## config.mk

```make
export PLATFORM = sky130hd
export DESIGN_NAME = integer_divide_modulo_64
export DESIGN_NICKNAME = d
export VERILOG_FILES = /design/src/rtl/idm_pkg.sv /design/src/rtl/idm_datapath.sv /design/src/rtl/idm_controller.sv /design/src/rtl/integer_divide_modulo_64.sv
export SDC_FILE = /design/constraint.sdc
export NUM_CORES = 1
export LEC_CHECK = 0
export BUFFER_PORTS_ARGS = -buffer_cell sky130_fd_sc_hd__buf_4
export CAP_MARGIN = 20
export CORE_MARGIN = 2
export CORE_UTILIZATION = 30
export CTS_BUF_LIST = sky130_fd_sc_hd__clkbuf_4
export DETAILED_ROUTE_END_ITERATION = 16
export GPL_TIMING_DRIVEN = 1
export PLACE_DENSITY = 0.55
export REMOVE_ABC_BUFFERS = 1
export SKIP_LAST_GASP = 1
export SLEW_MARGIN = 10
export SYNTH_ARGS = -nofsm -noshare
export SYNTH_HDL_FRONTEND = slang
export SYNTH_SLANG_ARGS = --single-unit
```

## constraint.sdc

```tcl
create_clock -name clk_i -period 4.31 [get_ports clk_i]
set_input_delay 0.862 -clock clk_i [delete_from_list [all_inputs] [get_ports clk_i]]
set_output_delay 0.862 -clock clk_i [all_outputs]
set_load 0.01 [all_outputs]
```

## src/rtl/idm_pkg.sv

```systemverilog
package idm_pkg;

  // Operand and result width in bits.
  localparam int unsigned DataWidth = 64;
  localparam int unsigned CntWidth  = $clog2(DataWidth);
  localparam logic [CntWidth-1:0] LastStep = CntWidth'(DataWidth - 1);

  typedef enum logic [1:0] {
    FUNC_DIV  = 2'd0,
    FUNC_DIVU = 2'd1,
    FUNC_REM  = 2'd2,
    FUNC_REMU = 2'd3
  } func_e;

  typedef enum logic [1:0] {
    ST_IDLE,
    ST_PREP,
    ST_DIVIDE,
    ST_FIXUP
  } state_e;

  // Commands from the controller to the datapath.
  typedef struct packed {
    logic load;
    logic prep;
    logic step;
    logic fix;
  } idm_cmd_t;

  // Status from the datapath to the controller.
  typedef struct packed {
    logic last;
  } idm_status_t;

endpackage

```

## src/rtl/idm_datapath.sv

```systemverilog
module idm_datapath
  import idm_pkg::*;
(
  input  logic                 clk_i,
  input  logic                 rst_ni,
  input  idm_cmd_t             cmd_i,
  output idm_status_t          status_o,
  input  logic [1:0]           func_i,
  input  logic [DataWidth-1:0] dividend_i,
  input  logic [DataWidth-1:0] divisor_i,
  output logic [DataWidth-1:0] result_o
);

  func_e                func_q;
  logic [DataWidth-1:0] quo_q, quo_d;
  logic [DataWidth-1:0] dvs_q, dvs_d;
  logic [DataWidth-1:0] rem_q, rem_d;
  logic [DataWidth-1:0] result_q, result_d;
  logic                 neg_rem_q, neg_quo_q, zero_q;
  logic [CntWidth-1:0]  cnt_q, cnt_d;

  logic                 is_signed;
  logic                 sign_a, sign_b;
  logic [DataWidth:0]   shifted;
  logic [DataWidth+1:0] diff;
  logic                 take;
  logic [DataWidth-1:0] rem_fixed, quo_fixed;

  assign is_signed = (func_q == FUNC_DIV) || (func_q == FUNC_REM);
  assign sign_a    = quo_q[DataWidth-1];
  assign sign_b    = dvs_q[DataWidth-1];

  // One restoring step; the extra top bit keeps the carry of the shift.
  assign shifted = {rem_q, quo_q[DataWidth-1]};
  assign diff    = {1'b0, shifted} - {2'b00, dvs_q};
  assign take    = ~diff[DataWidth+1];

  assign rem_fixed = neg_rem_q ? (DataWidth'(0) - rem_q) : rem_q;
  assign quo_fixed = zero_q ? {DataWidth{1'b1}}
                   : (neg_quo_q ? (DataWidth'(0) - quo_q) : quo_q);

  always_comb begin
    quo_d    = quo_q;
    dvs_d    = dvs_q;
    rem_d    = rem_q;
    cnt_d    = cnt_q;
    result_d = result_q;
    if (cmd_i.load) begin
      quo_d = dividend_i;
      dvs_d = divisor_i;
    end
    if (cmd_i.prep) begin
      if (is_signed && sign_a) quo_d = DataWidth'(0) - quo_q;
      if (is_signed && sign_b) dvs_d = DataWidth'(0) - dvs_q;
      rem_d = '0;
      cnt_d = '0;
    end
    if (cmd_i.step) begin
      rem_d = take ? diff[DataWidth-1:0] : shifted[DataWidth-1:0];
      quo_d = {quo_q[DataWidth-2:0], take};
      cnt_d = cnt_q + CntWidth'(1);
    end
    if (cmd_i.fix) begin
      result_d = func_q[1] ? rem_fixed : quo_fixed;
    end
  end

  always_ff @(posedge clk_i or negedge rst_ni) begin
    if (!rst_ni) begin
      cnt_q <= '0;
    end else begin
      cnt_q <= cnt_d;
    end
  end

  always_ff @(posedge clk_i) begin
    quo_q    <= quo_d;
    dvs_q    <= dvs_d;
    rem_q    <= rem_d;
    result_q <= result_d;
    if (cmd_i.load) begin
      func_q <= func_e'(func_i);
    end
    if (cmd_i.prep) begin
      neg_rem_q <= is_signed && sign_a;
      neg_quo_q <= is_signed && (sign_a ^ sign_b);
      zero_q    <= (dvs_q == '0);
    end
  end

  assign status_o.last = (cnt_q == LastStep);
  assign result_o      = result_q;

endmodule

```

## src/rtl/idm_controller.sv

```systemverilog
module idm_controller
  import idm_pkg::*;
(
  input  logic        clk_i,
  input  logic        rst_ni,
  input  logic        in_valid_i,
  output logic        in_ready_o,
  output logic        out_valid_o,
  input  logic        out_ready_i,
  output idm_cmd_t    cmd_o,
  input  idm_status_t status_i
);

  state_e state_q, state_d;
  logic   out_valid_q, out_valid_d;

  always_ff @(posedge clk_i or negedge rst_ni) begin
    if (!rst_ni) begin
      state_q     <= ST_IDLE;
      out_valid_q <= 1'b0;
    end else begin
      state_q     <= state_d;
      out_valid_q <= out_valid_d;
    end
  end

  always_comb begin
    state_d     = state_q;
    out_valid_d = out_valid_q;
    cmd_o       = '0;
    in_ready_o  = 1'b0;
    if (out_valid_q && out_ready_i) out_valid_d = 1'b0;
    unique case (state_q)
      ST_IDLE: begin
        in_ready_o = 1'b1;
        if (in_valid_i) begin
          cmd_o.load = 1'b1;
          state_d    = ST_PREP;
        end
      end
      ST_PREP: begin
        cmd_o.prep = 1'b1;
        state_d    = ST_DIVIDE;
      end
      ST_DIVIDE: begin
        cmd_o.step = 1'b1;
        if (status_i.last) state_d = ST_FIXUP;
      end
      ST_FIXUP: begin
        // The result register is written only once the previous result has gone.
        if (!out_valid_q || out_ready_i) begin
          cmd_o.fix   = 1'b1;
          out_valid_d = 1'b1;
          state_d     = ST_IDLE;
        end
      end
      default: state_d = ST_IDLE;
    endcase
  end

  assign out_valid_o = out_valid_q;

endmodule

```

## src/rtl/integer_divide_modulo_64.sv

```systemverilog
// Radix-2 restoring integer divider for 64-bit operands. Each input
// transaction carries an operation code (signed or unsigned divide, signed or
// unsigned remainder) and two operands; one result transaction follows. An
// operation runs from acceptance to the result register in three phases: a
// step that takes the operands to magnitudes, a shift-and-subtract for each
// of the 64 quotient bits in one subtractor of the datapath, one quotient bit
// per cycle, and the sign fix-up. The controller then returns to idle, where
// it takes the next operands, so a new operation is taken only once the last
// one has finished its fix-up. A finished result sits in an output
// register, so the next operation may be accepted while it waits; the fix-up
// of that next operation holds until the register is free. Signed quotients
// truncate toward zero and a signed remainder carries the sign of the
// dividend. A zero divisor gives an all-ones quotient and the dividend as the
// remainder; the most negative value divided by minus one gives the most
// negative value.
module integer_divide_modulo_64
  import idm_pkg::*;
(
  input  logic                 clk_i,
  input  logic                 rst_ni,
  input  logic                 in_valid_i,
  output logic                 in_ready_o,
  input  logic [1:0]           func_i,
  input  logic [DataWidth-1:0] dividend_i,
  input  logic [DataWidth-1:0] divisor_i,
  output logic                 out_valid_o,
  input  logic                 out_ready_i,
  output logic [DataWidth-1:0] result_o
);

  idm_cmd_t    cmd;
  idm_status_t status;

  // The controller sequences the phases and owns both handshakes.
  idm_controller u_ctrl (
    .clk_i       (clk_i),
    .rst_ni      (rst_ni),
    .in_valid_i  (in_valid_i),
    .in_ready_o  (in_ready_o),
    .out_valid_o (out_valid_o),
    .out_ready_i (out_ready_i),
    .cmd_o       (cmd),
    .status_i    (status)
  );

  // The datapath holds the operands, the partial remainder and the result.
  idm_datapath u_dp (
    .clk_i      (clk_i),
    .rst_ni     (rst_ni),
    .cmd_i      (cmd),
    .status_o   (status),
    .func_i     (func_i),
    .dividend_i (dividend_i),
    .divisor_i  (divisor_i),
    .result_o   (result_o)
  );

endmodule

```

==> results.json <==
{
  "status": "complete, no violations",
  "cts_buffers": 79,
  "drt_iter0_drc": 1789,
  "end_kind": "register",
  "pin_count": 200,
  "yosysTopAreaCellShare": 0.2045,
  "yosysTopAreaCell": "edfxtp_1",
  "firstDrtPassIters": 6,
  "startpoint_type": "register",
  "vdd_drop_max_mv": 0.3429,
  "critPathMostFrequentCell": "buf_12",
  "power_frac_clock": 0.107,
  "die_area_mm2": 0.06813,
  "max_freq_mhz": 242.8,
  "gp_congestion": 0.9046,
  "port_buffers": 199,
  "grt_pass1_wl_um": 109000,
  "setup_viol": 0,
  "syn_area_per_cell_um2": 7.947,
  "seq_area_frac_synth": 0.3432,
  "cap_violations": 0,
  "root_buffer": "clkbuf_4",
  "die_w_um": 261.0,
  "critPathBufInv": 3,
  "p_switching_uw": 11290,
  "first_global_vias": 18920,
  "routed_wl_um": 71170,
  "htree_levels": 3,
  "fp-row-count": 94,
  "layout-drive-gt1-share": 0.1742,
  "synth_commonest_cells": "302 x nand2_1, 289 x o21ai_0, 220 x nor2_1",
  "grtUsageTotal": 0.2037,
  "cts_buffer_depth": 3,
  "grt_max_degree": 66,
  "min_path_type": "primary input to register",
  "netSwitchingFraction": 0.4975,
  "finalPower_uw": 22700,
  "avgRoutedWirePerCell_um": 19.47,
  "worstPathMaxFanout": 16,
  "ys_ff_latch": 270,
  "cp_slowest_cell": "or4_1",
  "cp.arrival_ns": 4.65,
  "clkTransAtPathRegs_ns": 0.07,
  "p_seq_frac": 0.263,
  "design.core.area_mm2": 0.06563,
  "insertion_delay_ns": 0.85,
  "cts_tree": "yes",
  "tightestPinTransition_ns": 1.048,
  "synth_top_flop_cell": "edfxtp_1",
  "syn_area_mm2": 0.01982,
  "vias_per_cell": 5.434,
  "finalInstanceArea_mm2": 0.02374,
  "p_int_uw": 11410,
  "fin_crit_ns": 4.119,
  "cp_cell_sequence": "inv_1 > ha_1 > nand4_1 > or4_1 > nor3_2 > and2_1 > o21ai_1 > a2111oi_4 > o221ai_2 > a31oi_4 > buf_12 > buf_12 > mux2i_1 > nor2_1",
  "final_hold_viol_count": 0,
  "worstSetupPathType": "register to register",
  "relSlewSlack": 0.3008,
  "die_h_um": 261.0,
  "tns_ns": 0,
  "syn2layout_area_growth_pct": 19.79,
  "whs_ns": 0.2476,
  "crit_family": "simple AND/OR/NAND/NOR gates",
  "ys_top_cells_by_area": "edfxtp_1 20%, dfxtp_1 13%, o21ai_0 7.3%",
  "p_leak_uw": 0.009410,
  "comb_power_share": 0.631,
  "critPathRequiredTime_ns": 4.84,
  "vias": 19860,
  "finalCritPeriodShare": 0.9556,
  "synth_most_common_cell": "nand2_1",
  "start_util": 0.3020,
  "layout.nets": 2938,
  "clock_skew_ns": 0.05918,
  "synth_edf_count": 135,
  "cpPeakStageDelay_ns": 0.58,
  "hpwl_um": 53970,
  "placed_area_mm2": 0.02273,
  "postSynthCellCount": 2494,
  "synth.distinct_cells": 83,
  "async_flop_share": 0.03333,
  "power_density_mw_per_mm2": 956.2,
  "grt_antenna_before_repair": 1,
  "clock-sinks": 270,
  "yosys_warnings": 0,
  "gr-total-overflow": 0,
  "drc_errors": 0,
  "slew_violations": 0,
  "ant_nets": 0
}
-- worst reg2reg max path: cells and delay by family (launching register included) --
family / cells / cell delay, ns
muxes: 1 / 0.22
DFF: 1 / 0.40
buffers and inverters: 3 / 0.49
adders and majority gates: 1 / 0.44
and+or+nand+nor: 5 / 1.22
AOI/OAI and AO/OA: 4 / 1.07
-- state kept, by name, indices dropped and copies added (netlist names) --
name,flops
u_dp.dvs_q,64
u_dp.quo_q,64
u_dp.rem_q,64
u_dp.result_o,64
u_dp.cnt_q,6
u_ctrl.state_q,2
u_dp.func_q,2
u_ctrl.out_valid_o,1
u_dp.neg_quo_q,1
u_dp.neg_rem_q,1
u_dp.zero_q,1
-- metrics by stage --
stage / worst slack (ns) / std cells / util
after floorplan: -2.930 / 2337 / -
after global placement: 0.006342 / 3511 / 0.3463
after detailed placement: -0.06703 / 3511 / 0.3463
after CTS: 0.01399 / 3653 / 0.3611
after global routing: -0.03110 / 3655 / 0.3617
final: 0.1914 / 3655 / 0.3617
-- area by class of cell --
cell class | instances | area [um2]
diodes | 1 | 2.502
clock buffers | 112 | 840.8
clock inverters | 29 | 112.6
fillers | 6844 | 41890
inverters | 96 | 360.3
multi-input cells | 1971 | 12110
flip-flops and latches | 270 | 6803
well taps | 864 | 1081
repair buffers | 312 | 2432
-- per-layer routing --
| metal | track usage | wire (um) | share of wire | vias up |
|---|---|---|---|---|
| met3 | 0.02700 | 4040 | 0.057 | 133 |
| met5 | 0 | 0 | 0 | - |
| li1 | - | - | - | 9599 |
| met2 | 0.3208 | 32020 | 0.45 | 711 |
| met1 | 0.2796 | 32560 | 0.46 | 9419 |
| met4 | 0.08712 | 2545 | 0.036 | 0 |
-- placed cells by master, fill, tap and decap left out, types with 53 or more instances in the layout --
cell / instances
clkbuf_4: 112
a21oi_1: 170
ha_1: 66
mux2i_1: 53
nor2_1: 216
o21ai_0: 288
inv_1: 94
xor2_1: 138
edfxtp_1: 135
nand2_1: 300
dfxtp_1: 125
a31oi_1: 64
nor3_1: 71
or3_1: 54
a22oi_1: 64
buf_4: 304
-- final timing paths --
path | start | end | slack (ns) | cells past startpoint
setup / recovery | u_dp.dvs_q[40]$_DFF_P_ | u_dp.rem_q[4]$_SDFFCE_PN0P_ | 0.19 | 14
hold / removal | divisor_i[42] | u_dp.dvs_q[42]$_DFF_P_ | 0.25 | 3
setup reg to reg | u_dp.dvs_q[40]$_DFF_P_ | u_dp.rem_q[4]$_SDFFCE_PN0P_ | 0.19 | 14
hold reg to reg | u_dp.dvs_q[42]$_DFF_P_ | u_dp.dvs_q[42]$_DFF_P_ | 0.48 | 2
max in group asynchronous | rst_ni | u_ctrl.state_q[0]$_DFFE_PN0P_ | 3.75 | 2
min in group asynchronous | rst_ni | u_dp.cnt_q[2]$_DFFE_PN0P_ | 0.42 | 2
-- timing repair --
action	CTS	global route
gates resized for setup	1	9
setup buffers	0	1
hold buffers	1	0
hold endpoints to repair	9	0
cloned	0	0
endpoints found under the setup margin	39	61
-- cell families after synthesis --
group / count (synthesis) / synth area share
DFF: 270 / 0.3432
xor gates and xnor gates: 180 / 0.07955
adders and majority gates: 74 / 0.04710
and+or+nand+nor: 868 / 0.2079
AOI/OAI and AO/OA: 794 / 0.2441
buffers and inverters: 253 / 0.05031
muxes: 55 / 0.02790
-- power groups by stage --
stage	clock network, uW	logic (uW)	registers (uW)
6_report	2420	14300	5960
5_1_grt	2620	15800	6130
4_1_cts	2500	14200	5920
3_5_place_dp	0	14100	5970
3_3_place_gp	0	14000	5930
2_1_floorplan	0	9240	5720
(Power assumes the default switching activity.)
